--- src/rtl/pctd_pkg.sv ---
// Package with the sequencer state type of the trial-division prime counter.
package pctd_pkg;

  // Sequencer states.
  typedef enum logic [2:0] {
    S_IDLE   = 3'd0,
    S_CHECK  = 3'd1,
    S_DIV    = 3'd2,
    S_TEST   = 3'd3,
    S_FINISH = 3'd4
  } state_e;

  // First odd candidate divisor and its square.
  localparam int unsigned FirstDivisor = 3;
  localparam int unsigned FirstSquare  = 9;

endpackage

--- src/rtl/pctd_if.sv ---
// Valid/ready channel interfaces for the input and result requests.
interface pctd_in_if #(
  parameter int unsigned VALUE_WIDTH = 32
);
  logic                          valid;
  logic                          ready;
  logic signed [VALUE_WIDTH-1:0] value;
  logic                          last;

  modport source (output valid, value, last, input ready);
  modport sink   (input valid, value, last, output ready);
endinterface

interface pctd_out_if #(
  parameter int unsigned COUNT_WIDTH = 32
);
  logic                   valid;
  logic                   ready;
  logic                   is_prime;
  logic [COUNT_WIDTH-1:0] prime_count;
  logic                   last_out;

  modport source (output valid, is_prime, prime_count, last_out, input ready);
  modport sink   (input valid, is_prime, prime_count, last_out, output ready);
endinterface

--- src/rtl/prime_counter_trial_division_core.sv ---
// Prime counter: trial division by odd candidates on one shared remainder unit.
//
//   channel  | dir | payload                          | handshake
//   ---------+-----+----------------------------------+-----------
//   in_i     | in  | value, last                      | valid/ready
//   res_o    | out | is_prime, prime_count, last_out  | valid/ready
//
// Negative, zero, one and even values go from idle straight to the finish state.
// An odd value n >= 3 is tried against odd divisors d = 3, 5, ... while d*d <= n,
// up to about sqrt(n)/2 of them: each candidate is one square compare,
// VALUE_WIDTH steps of the bit-serial remainder unit and one test.
// The input is ready only in the idle state; one request is worked at a time.
// A result waits in the output register while the next request is taken; a
// stalled result holds the sequencer in its final state. Reset clears the count.
module prime_counter_trial_division_core #(
  parameter int unsigned VALUE_WIDTH = 32,
  parameter int unsigned COUNT_WIDTH = 32
) (
  input  logic       clk_i,
  input  logic       rst_ni,
  pctd_in_if.sink    in_i,
  pctd_out_if.source res_o
);
  import pctd_pkg::*;

  localparam int unsigned SqW  = VALUE_WIDTH + 2;
  localparam int unsigned CntW = $clog2(VALUE_WIDTH);

  state_e                  state_q, state_d;
  logic                    out_valid_q, out_valid_d;
  logic [COUNT_WIDTH-1:0]  total_q, total_d;

  logic [VALUE_WIDTH-1:0]  n_q, n_d;
  logic [VALUE_WIDTH-1:0]  d_q, d_d;
  logic [SqW-1:0]          sq_q, sq_d;
  logic [VALUE_WIDTH-1:0]  rem_q, rem_d;
  logic [VALUE_WIDTH-1:0]  ns_q, ns_d;
  logic [CntW-1:0]         cnt_q, cnt_d;
  logic                    prime_q, prime_d;
  logic                    last_q, last_d;
  logic                    res_prime_q, res_prime_d;
  logic [COUNT_WIDTH-1:0]  res_count_q, res_count_d;
  logic                    res_last_q, res_last_d;

  logic [VALUE_WIDTH:0]    trial;
  logic [VALUE_WIDTH-1:0]  diff;
  logic                    fits;
  logic [VALUE_WIDTH-1:0]  in_value;
  logic [COUNT_WIDTH-1:0]  total_inc;

  // Shared remainder step: shift in the next dividend bit, subtract if it fits.
  // When it fits the difference is below the divisor, so the low bits suffice.
  assign trial    = {rem_q, ns_q[VALUE_WIDTH-1]};
  assign diff     = trial[VALUE_WIDTH-1:0] - d_q;
  assign fits     = (trial >= {1'b0, d_q});
  assign in_value = in_i.value;

  // Saturating count including the current request.
  assign total_inc = (prime_q && (total_q != '1)) ? total_q + COUNT_WIDTH'(1) : total_q;

  // Sequencer: next state, datapath loads and handshakes.
  always_comb begin
    state_d     = state_q;
    out_valid_d = out_valid_q;
    total_d     = total_q;
    n_d         = n_q;
    d_d         = d_q;
    sq_d        = sq_q;
    rem_d       = rem_q;
    ns_d        = ns_q;
    cnt_d       = cnt_q;
    prime_d     = prime_q;
    last_d      = last_q;
    res_prime_d = res_prime_q;
    res_count_d = res_count_q;
    res_last_d  = res_last_q;
    in_i.ready  = 1'b0;

    if (res_o.ready) begin
      out_valid_d = 1'b0;
    end

    case (state_q)
      S_IDLE: begin
        in_i.ready = 1'b1;
        if (in_i.valid) begin
          n_d    = in_value;
          last_d = in_i.last;
          d_d    = VALUE_WIDTH'(FirstDivisor);
          sq_d   = SqW'(FirstSquare);
          if (in_value[VALUE_WIDTH-1] || !in_value[0] || (in_value < VALUE_WIDTH'(2))) begin
            // Negative, even, zero or one: only the value two is prime.
            prime_d = (in_value == VALUE_WIDTH'(2));
            state_d = S_FINISH;
          end else begin
            state_d = S_CHECK;
          end
        end
      end
      S_CHECK: begin
        if (sq_q > {2'b00, n_q}) begin
          // No divisor up to the square root was found.
          prime_d = 1'b1;
          state_d = S_FINISH;
        end else begin
          rem_d   = '0;
          ns_d    = n_q;
          cnt_d   = CntW'(VALUE_WIDTH - 1);
          state_d = S_DIV;
        end
      end
      S_DIV: begin
        rem_d = fits ? diff : trial[VALUE_WIDTH-1:0];
        ns_d  = {ns_q[VALUE_WIDTH-2:0], 1'b0};
        cnt_d = cnt_q - CntW'(1);
        if (cnt_q == '0) begin
          state_d = S_TEST;
        end
      end
      S_TEST: begin
        if (rem_q == '0) begin
          prime_d = 1'b0;
          state_d = S_FINISH;
        end else begin
          // Next odd candidate; (d + 2)^2 = d^2 + 4d + 4.
          d_d     = d_q + VALUE_WIDTH'(2);
          sq_d    = sq_q + {d_q, 2'b00} + SqW'(4);
          state_d = S_CHECK;
        end
      end
      S_FINISH: begin
        if (!out_valid_q || res_o.ready) begin
          out_valid_d = 1'b1;
          res_prime_d = prime_q;
          res_count_d = total_inc;
          res_last_d  = last_q;
          total_d     = last_q ? '0 : total_inc;
          state_d     = S_IDLE;
        end
      end
      default: begin
        state_d = S_IDLE;
      end
    endcase
  end

  // Control registers.
  always_ff @(posedge clk_i or negedge rst_ni) begin
    if (!rst_ni) begin
      state_q     <= S_IDLE;
      out_valid_q <= 1'b0;
      total_q     <= '0;
    end else begin
      state_q     <= state_d;
      out_valid_q <= out_valid_d;
      total_q     <= total_d;
    end
  end

  // Datapath and result registers.
  always_ff @(posedge clk_i) begin
    n_q         <= n_d;
    d_q         <= d_d;
    sq_q        <= sq_d;
    rem_q       <= rem_d;
    ns_q        <= ns_d;
    cnt_q       <= cnt_d;
    prime_q     <= prime_d;
    last_q      <= last_d;
    res_prime_q <= res_prime_d;
    res_count_q <= res_count_d;
    res_last_q  <= res_last_d;
  end

  assign res_o.valid       = out_valid_q;
  assign res_o.is_prime    = res_prime_q;
  assign res_o.prime_count = res_count_q;
  assign res_o.last_out    = res_last_q;

endmodule

--- src/flat_wrapper.sv ---
// flat-port wrapper written by rule: the top's interface ports become plain ports
module prime_counter_trial_division_core_flat import pctd_pkg::*;
#(
  parameter int unsigned VALUE_WIDTH = 32,
  parameter int unsigned COUNT_WIDTH = 32
)
  (clk_i, rst_ni, in_i_valid, in_i_value, in_i_last, in_i_ready, res_o_valid, res_o_is_prime, res_o_prime_count, res_o_last_out, res_o_ready);
  pctd_in_if #(.VALUE_WIDTH(VALUE_WIDTH)) in_i_i ();
  pctd_out_if #(.COUNT_WIDTH(COUNT_WIDTH)) res_o_i ();
  input  logic clk_i;
  input  logic rst_ni;
  input wire logic [$bits(in_i_i.valid)-1:0] in_i_valid;
  input wire logic [$bits(in_i_i.value)-1:0] in_i_value;
  input wire logic [$bits(in_i_i.last)-1:0] in_i_last;
  output wire logic [$bits(in_i_i.ready)-1:0] in_i_ready;
  output wire logic [$bits(res_o_i.valid)-1:0] res_o_valid;
  output wire logic [$bits(res_o_i.is_prime)-1:0] res_o_is_prime;
  output wire logic [$bits(res_o_i.prime_count)-1:0] res_o_prime_count;
  output wire logic [$bits(res_o_i.last_out)-1:0] res_o_last_out;
  input wire logic [$bits(res_o_i.ready)-1:0] res_o_ready;
  assign in_i_i.valid = in_i_valid;
  assign in_i_i.value = in_i_value;
  assign in_i_i.last = in_i_last;
  assign in_i_ready = in_i_i.ready;
  assign res_o_valid = res_o_i.valid;
  assign res_o_is_prime = res_o_i.is_prime;
  assign res_o_prime_count = res_o_i.prime_count;
  assign res_o_last_out = res_o_i.last_out;
  assign res_o_i.ready = res_o_ready;
  prime_counter_trial_division_core #(.VALUE_WIDTH(VALUE_WIDTH), .COUNT_WIDTH(COUNT_WIDTH)) u_core (.clk_i(clk_i), .rst_ni(rst_ni), .in_i(in_i_i), .res_o(res_o_i));
endmodule
--- config.mk ---
export PLATFORM = sky130hd
export DESIGN_NAME = prime_counter_trial_division_core_flat
export DESIGN_NICKNAME = d
export VERILOG_FILES = /design/src/rtl/pctd_pkg.sv /design/src/rtl/pctd_if.sv /design/src/rtl/prime_counter_trial_division_core.sv /design/src/flat_wrapper.sv
export SDC_FILE = /design/constraint.sdc
export NUM_CORES = 1
export LEC_CHECK = 0
export BUFFER_PORTS_ARGS = -buffer_cell sky130_fd_sc_hd__buf_2
export CAP_MARGIN = 20
export CORE_AREA = 2 2 183 185
export CTS_BUF_LIST = sky130_fd_sc_hd__clkbuf_4
export CTS_CLUSTER_DIAMETER = 30
export CTS_CLUSTER_SIZE = 24
export DETAILED_ROUTE_END_ITERATION = 10
export DIE_AREA = 0 0 185 187
export GPL_TIMING_DRIVEN = 0
export SLEW_MARGIN = 15
export SYNTH_ARGS = -nofsm -noshare
export SYNTH_HDL_FRONTEND = slang
export SYNTH_SLANG_ARGS = --single-unit
export TNS_END_PERCENT = 30
--- constraint.sdc ---
create_clock -name clk_i -period 14 [get_ports clk_i]
set_clock_uncertainty 0.15 [all_clocks]
set_input_delay 1.4 -clock clk_i [delete_from_list [all_inputs] [get_ports clk_i]]
set_output_delay 1.4 -clock clk_i [all_outputs]
set_load 0.005 [all_outputs]
==> results.py, run 1 <==
metrics = {
    "routing": {
        "count_of_nets_left_with_antenna_violations_after_detail_routing": 0,
        "firstDrtPassIters": 5,
        "route.detailed.drc": 0,
        "via_count": 11470,
        "via_density": 5.504,
        "detailedRoute.firstIterationViolations": 783,
        "routedWlPerCell_um": 17.34,
        "drt-total-wl_um": 36140,
    },
    "clock_tree": {
        "clock_tree_root": "clkbuf_4",
        "cts_hold_repair.buffers": 0,
        "postCtsSetupRepairBufs": 0,
        "cts.sinks": 235,
        "worstSkewPairLatency_ns": 0.81,
        "clock_path_buffers": 3,
        "clk_pin_slew_worst_setup_hold_paths_ns": 0.09,
        "cts_made_buffers": 57,
        "cts.repair.resized": 0,
        "cts_tree": "yes",
        "cts.htree.levels": 2,
    },
    "sta": {
        "rsz0062_at_grt": "false",
        "finalCriticalPeriod_ns": 3.707,
        "max_freq_mhz": 269.8,
        "drv_slew": 0,
        "tns_ns": 0,
        "slew_headroom": 0.3218,
        "setup_violations": 0,
        "post-route-period-util": 0.2648,
        "tightestPinTransition_ns": 1.014,
        "finalHoldViolations": 0,
    },
    "synthesis": {
        "muxShareOfSynthArea": 0.002840,
        "synth_top_family_by_area": "simple AND/OR/NAND/NOR gates",
        "synth_top_area_frac": 0.4110,
        "synth-async-reset-ratio": 0.1532,
        "post_synthesis_compound_gate_area_fraction": 0.1575,
        "post_synth_instance_area_um2": 14540,
        "synth_fa_ha_area_frac": 0.1086,
        "synthXorXnorAreaFrac": 0.06445,
        "netlist-cell-type-count": 63,
        "synth.top_cells.by_area": "edfxtp_1 (41%), ha_1 (11%), dfrtp_1 (6.2%)",
        "synth.largest_area_cell": "edfxtp_1",
        "synth-seq-area-share": 0.4729,
        "synth_simple_gate_area_share": 0.1575,
        "synth-main-ff-cell": "edfxtp_1",
        "mappedNetlistNets": 1613,
        "synthesis.area_per_instance_um2": 10.02,
        "postSynthRegisterBits": 235,
        "synth.yosys.warnings": 0,
        "synth-edff-count": 199,
        "syn-instance-count": 1451,
    },
    "worst_setup_path": {
        "critical-path-top-cell-by-count": "a21o_1",
        "critPathRequiredTime_ns": 14.46,
        "cp_num_buf_inv": 3,
        "rr_worst_depth": 12,
        "crit_path_cell_trace": "inv_1, ha_1, a21o_1, a221oi_2, a2111o_1, a211o_1, a21o_1, a31o_1, buf_6, clkbuf_1, nand2_1, a21oi_1",
        "startpoint_type": "flip-flop",
        "worst_path_dominant_cell_family": "compound AO/OA/AOI/OAI gates",
        "timing_worst_setup_path_type": "reg -> reg",
        "critical_path.slowest_cell": "clkbuf_1",
        "critPathArrivalTime_ns": 4.16,
        "cp.depth": 12,
        "critical-path-max-stage-delay_ns": 0.47,
        "cp_capture_type": "flip-flop",
        "worst-path-max-fanout": 10,
    },
    "layout": {
        "multi_input_comb_area_um2": 7157,
        "num-nets-final": 1749,
        "drive_above_1_share": 0.1211,
        "final_cell_area_um2": 16600,
        "fill_cells": 3120,
        "final_core_utilization": 0.5051,
        "areaGrowthSynthToFinish_pct": 14.16,
        "register_area_um2": 6877,
    },
    "floorplanning": {
        "fp.dieH_um": 187,
        "boundaryPins": 73,
        "floorplan.core_area_um2": 32860,
        "placementRows": 67,
        "initial_core_util": 0.4425,
        "die_w_um": 185,
        "die_area_um2": 34600,
    },
    "power": {
        "switching_power_mw": 1.071,
        "switching_share": 0.3794,
        "cell_pwr_density_nw_per_um2": 170.0,
        "peakVddDrop_mv": 0.09388,
        "p_comb_frac": 0.374,
        "intPower_mw": 1.751,
        "seqPwrFrac": 0.356,
        "clkPwrFrac": 0.270,
        "leakagePower_nw": 6.621,
    },
    "grt": {
        "first_global_vias": 11020,
        "grt.total_usage": 0.2128,
        "initial_antenna_violation_count": 1,
        "largest_net_degree_at_the_start_of_global_routing": 39,
        "grt_overflow_total": 0,
        "wire_length_of_the_first_global_routing_pass_um": 58160,
    },
    "min_path": {
        "worstHoldPathType": "reg -> reg",
        "hold_path_depth": 0,
    },
    "flow_run": {
        "cap_viol_max_count": 0,
    },
    "place": {
        "portBuffers": 72,
        "place_hpwl_um": 26880,
        "gp_routability_congestion": 0.8921,
        "postPlaceCellArea_um2": 15600,
    },
    "status": {
        "status": "finished, final reports clean",
    },
}
## cells in the mapped netlist (4+ instances only)
cell	instances
a2111oi_0	4
a211o_1	4
a211oi_1	11
a21o_1	41
a21oi_1	91
a221o_1	4
a22o_1	6
a311oi_1	4
a31oi_1	17
and2_1	10
and3_1	20
and4_1	6
buf_2	4
clkbuf_1	49
dfrtp_1	36
edfxtp_1	199
ha_1	123
inv_1	81
nand2_1	158
nand2b_1	7
nand3_1	49
nand3b_1	4
nand4_1	28
nand4b_1	5
nor2_1	103
nor2b_1	10
nor3_1	36
nor3b_1	5
nor4_1	24
o211ai_1	13
o21a_1	15
o21ai_0	105
o21bai_1	8
o31ai_1	20
or2_2	7
xnor2_1	84
xor2_1	23
## through the flow
| step | hold WS [ns] | total power, mW | instances | setup slack [ns] |
|---|---|---|---|---|
| 4_1_cts | 0.3647 | 2.838 | 2083 | 10.21 |
| 2_1_floorplan | 0.2899 | 1.764 | 1451 | 8.281 |
| 3_3_place_gp | 0.3504 | 2.039 | 1971 | 6.003 |
| 3_5_place_dp | 0.3230 | 2.064 | 1976 | 10.08 |
| 5_1_grt | 0.3690 | 3.027 | 2084 | 10.06 |
| 6_report | 0.3617 | 2.822 | 2084 | 10.29 |
## flip-flops by register name, indices dropped and copies added (netlist names)
| name | flops |
|---|---|
| u_core.res_o.last_out | 1 |
| u_core.total_q | 32 |
| u_core.res_o.prime_count | 32 |
| u_core.last_q | 1 |
| u_core.cnt_q | 5 |
| u_core.n_q | 32 |
| u_core.state_q | 3 |
| u_core.prime_q | 1 |
| u_core.res_o.is_prime | 1 |
| u_core.sq_q | 31 |
| u_core.rem_q | 32 |
| u_core.d_q | 31 |
| u_core.res_o.valid | 1 |
| u_core.ns_q | 32 |
## cell usage in the layout, fill, tap and decap left out, types with 41 or more instances in the layout
cell	n
buf_2	76
nand3_1	49
edfxtp_1	199
clkbuf_4	62
o21ai_0	105
a21o_1	41
a21oi_1	90
ha_1	123
nor2_1	103
xnor2_1	84
nand2_1	158
inv_1	80
clkbuf_1	49
## metal layers
metal  vias up  track usage  part of all wire
li1       5676            -                 -
met5         -            0                 0
met1      5430       0.3029              0.48
met4         0      0.07479             0.026
met2       299       0.3232              0.44
met3        65      0.04108             0.058
## kinds of logic after synthesis
group                      Yosys count
and+or+nand+nor                    479
AOI/OAI and AO/OA                  364
DFF                                235
buffers and inverters              137
adders and majority gates          125
xor gates and xnor gates           107
muxes                                4
## power by group through the flow
| stage | combinational [mW] | clock, mW | sequential (mW) |
|---|---|---|---|
| detailed placement | 1.04 | 0 | 1.02 |
| CTS | 1.05 | 0.782 | 1.00 |
| finish | 1.06 | 0.762 | 1.00 |
| global route | 1.19 | 0.815 | 1.02 |
| floorplan | 0.766 | 0 | 0.998 |
| global placement | 1.01 | 0 | 1.03 |
## layout make-up
type / instances / area share
multi-input cells: 1079 / 0.4311
flip-flops and latches: 235 / 0.4143
well taps: 448 / 0.03377
clock inverters: 45 / 0.03181
repair buffers: 77 / 0.02909
clock buffers: 62 / 0.02804
inverters: 81 / 0.01832
plain buffers: 56 / 0.01342
diodes: 1 / 0.0001507
## path summary, 6_finish.rpt
| path | startpoint | to | slack, ns |
|---|---|---|---|
| worst max-delay path | u_core.d_q[3] | u_core.rem_q[8] | 10.29 |
| worst min-delay path | u_core.last_q | u_core.res_o.last_out | 0.36 |
| worst max register to register | u_core.d_q[3] | u_core.rem_q[8] | 10.29 |
| worst min register to register | u_core.last_q | u_core.res_o.last_out | 0.36 |
| max in group asynchronous | rst_ni | u_core.total_q[9] | 12.59 |
| min in group asynchronous | rst_ni | u_core.total_q[0] | 0.55 |
Note: power is estimated with default switching activity, not from simulation.
==> run 2, diff against run 1 <==
==> constraint.sdc (replaced) <==
create_clock -name clk_i -period 3.18 [get_ports clk_i]
set_clock_uncertainty 0.15 [all_clocks]
set_input_delay 0.318 -clock clk_i [delete_from_list [all_inputs] [get_ports clk_i]]
set_output_delay 0.318 -clock clk_i [all_outputs]
set_load 0.005 [all_outputs]
==> run 2 against run 1 <==
The run now ends with setup timing left. Via count is 3.9% higher. Clock-buffer cell count is 4 lower. Routed wire length is 5.3% higher. Non-clock buffer count is 83 higher. Maximum frequency is 15% higher. Combinational power grew to 5.1 times the previous value. Utilization is 4.0 points higher. Worst hold slack worse by 0.26 ns.
==> results.py, run 2 (synthesized netlist as in run 1, its figures left out) <==
metrics = {
    "worst_setup_path": {
        "cp_capture_type": "flip-flop",
        "critical-path-max-stage-delay_ns": 0.46,
        "critical_path.slowest_cell": "edfxtp_1",
        "r2r_setup_slack_ns": -0.05,
        "worst_path_dominant_cell_family": "compound AO/OA/AOI/OAI gates",
        "cp_num_buf_inv": 1,
        "critPathArrivalTime_ns": 3.58,
        "crit_path_cell_trace": "ha_4, o21a_1, a21oi_2, a2111o_1, a211o_1, a21o_1, a31oi_4, buf_6, mux2i_1, nor2_1",
        "worst-path-max-fanout": 5,
        "timing_worst_setup_path_type": "reg -> reg",
        "startpoint_type": "flip-flop",
        "critPathRequiredTime_ns": 3.53,
    },
    "sta": {
        "finalCriticalPeriod_ns": 3.228,
        "rsz0062_at_grt": "true",
        "slew_headroom": 0.2856,
        "postLayoutSetupSlackWorst_ns": -0.04821,
        "tightestPinTransition_ns": 1.068,
        "drv_slew": 0,
        "tns_ns": -0.08939,
        "finalHoldViolations": 0,
        "post-route-period-util": 1.015,
        "max_freq_mhz": 309.8,
        "setup_violations": 4,
    },
    "place": {
        "gp_routability_congestion": 0.8923,
        "place_hpwl_um": 26930,
        "portBuffers": 72,
        "postPlaceCellArea_um2": 15620,
    },
    "grt": {
        "grt_overflow_total": 0,
        "grt.total_usage": 0.2190,
        "initial_antenna_violation_count": 2,
        "first_global_vias": 11520,
        "wire_length_of_the_first_global_routing_pass_um": 59770,
        "largest_net_degree_at_the_start_of_global_routing": 55,
    },
    "routing": {
        "count_of_nets_left_with_antenna_violations_after_detail_routing": 0,
        "via_count": 11920,
        "via_density": 5.499,
        "firstDrtPassIters": 5,
        "detailedRoute.firstIterationViolations": 905,
        "routedWlPerCell_um": 17.57,
        "drt-total-wl_um": 38070,
        "route.detailed.drc": 0,
    },
    "power": {
        "leakagePower_nw": 7.061,
        "cell_pwr_density_nw_per_um2": 737.6,
        "peakVddDrop_mv": 0.3521,
    },
    "floorplanning": {
        "die_area_um2": 34600,
        "fp.dieH_um": 187,
        "die_w_um": 185,
        "placementRows": 67,
        "initial_core_util": 0.4425,
        "floorplan.core_area_um2": 32860,
        "boundaryPins": 73,
    },
    "status": {
        "violations": "setup timing",
        "status": "finished with violations",
    },
    "layout": {
        "areaGrowthSynthToFinish_pct": 23.23,
        "final_cell_area_um2": 17920,
        "multi_input_comb_area_um2": 7636,
        "num-nets-final": 1831,
        "drive_above_1_share": 0.1864,
        "layout_common_cells": "edfxtp_1 (199), nand2_1 (156), nor2_1 (103)",
        "fill_cells": 3013,
        "register_area_um2": 6877,
        "layout_commonest_cell": "edfxtp_1",
    },
    "flow_run": {
        "cap_viol_max_count": 0,
    },
    "clock_tree": {
        "cts_tree": "yes",
        "cts.sinks": 235,
        "clock_tree_root": "clkbuf_4",
        "clock_path_buffers": 3,
        "cts_made_buffers": 56,
        "clk_pin_slew_worst_setup_hold_paths_ns": 0.09,
        "worstSkewPairLatency_ns": 0.80,
        "cts.htree.levels": 2,
    },
    "min_path": {
        "worstHoldPathType": "in -> reg",
    },
}
-- run 2: cell types whose count changed in the layout (fill, tap and decap cells not counted), moves of 9 or more --
cell	previous run	this run
buf_4	0	48
dlygate4sd3_1	0	37
ha_1	123	101
ha_4	0	18
a21oi_1	90	81
o21ai_0	105	96
-- run 2: final timing paths --
path	depth (start not counted)	start	endpoint
setup / recovery	10	u_core.rem_q[6]	u_core.rem_q[9]
hold / removal	2	in_i_value[19]	u_core.n_q[19]
setup reg to reg	10	u_core.rem_q[6]	u_core.rem_q[9]
hold reg to reg	0	u_core.last_q	u_core.res_o.last_out
max in group asynchronous	4	rst_ni	u_core.total_q[26]
min in group asynchronous	3	rst_ni	u_core.state_q[2]
-- run 2: report_power, final --
part / internal [mW] / switching, mW / total (mW)
clock network: 1.90 / 1.53 / 3.43
registers: 4.06 / 0.350 / 4.41
logic: 2.25 / 3.12 / 5.37
-- run 2: routing by layer --
metal	vias up	routed length, um	GRT usage
met1	5679	17500	0.2945
met5	-	0	0
met3	81	1993	0.04459
met4	0	934	0.07173
met2	310	17640	0.3534
li1	5846	-	-
-- run 2: layout make-up --
| class | instances | area share |
|---|---|---|
| multi-input combinational | 1079 | 0.4262 |
| sequential | 235 | 0.3838 |
| timing repair buffer | 164 | 0.06990 |
| clock inverter | 48 | 0.03282 |
| tap | 448 | 0.03128 |
| clock buffer | 58 | 0.02430 |
| inverter | 81 | 0.01697 |
| buffer | 52 | 0.01446 |
| antenna | 2 | 0.0002793 |
-- run 2: per-stage QoR --
stage	power [mW]	setup WS (ns)	instances	hold WS, ns	util
floorplan	7.754	-0.2478	1451	-0.1276	-
global placement	8.955	-1.200	1971	0.3407	0.4713
detailed placement	9.087	-0.4704	1976	0.3316	0.4754
CTS	12.96	-0.03837	2149	0.02586	0.5346
global route	14.09	-0.1499	2167	0.05263	0.5452
finish	13.22	-0.04821	2167	0.09722	0.5452
-- run 2: what timing repair did --
action | 4_1_cts | 5_1_grt
pin swaps | 19 | 22
hold endpoints to repair | 105 | 0
setup endpoints to repair | 91 | 77
resized for setup | 59 | 49
cloned | 0 | 1
hold buffers | 38 | 0
buffers inserted | 30 | 18
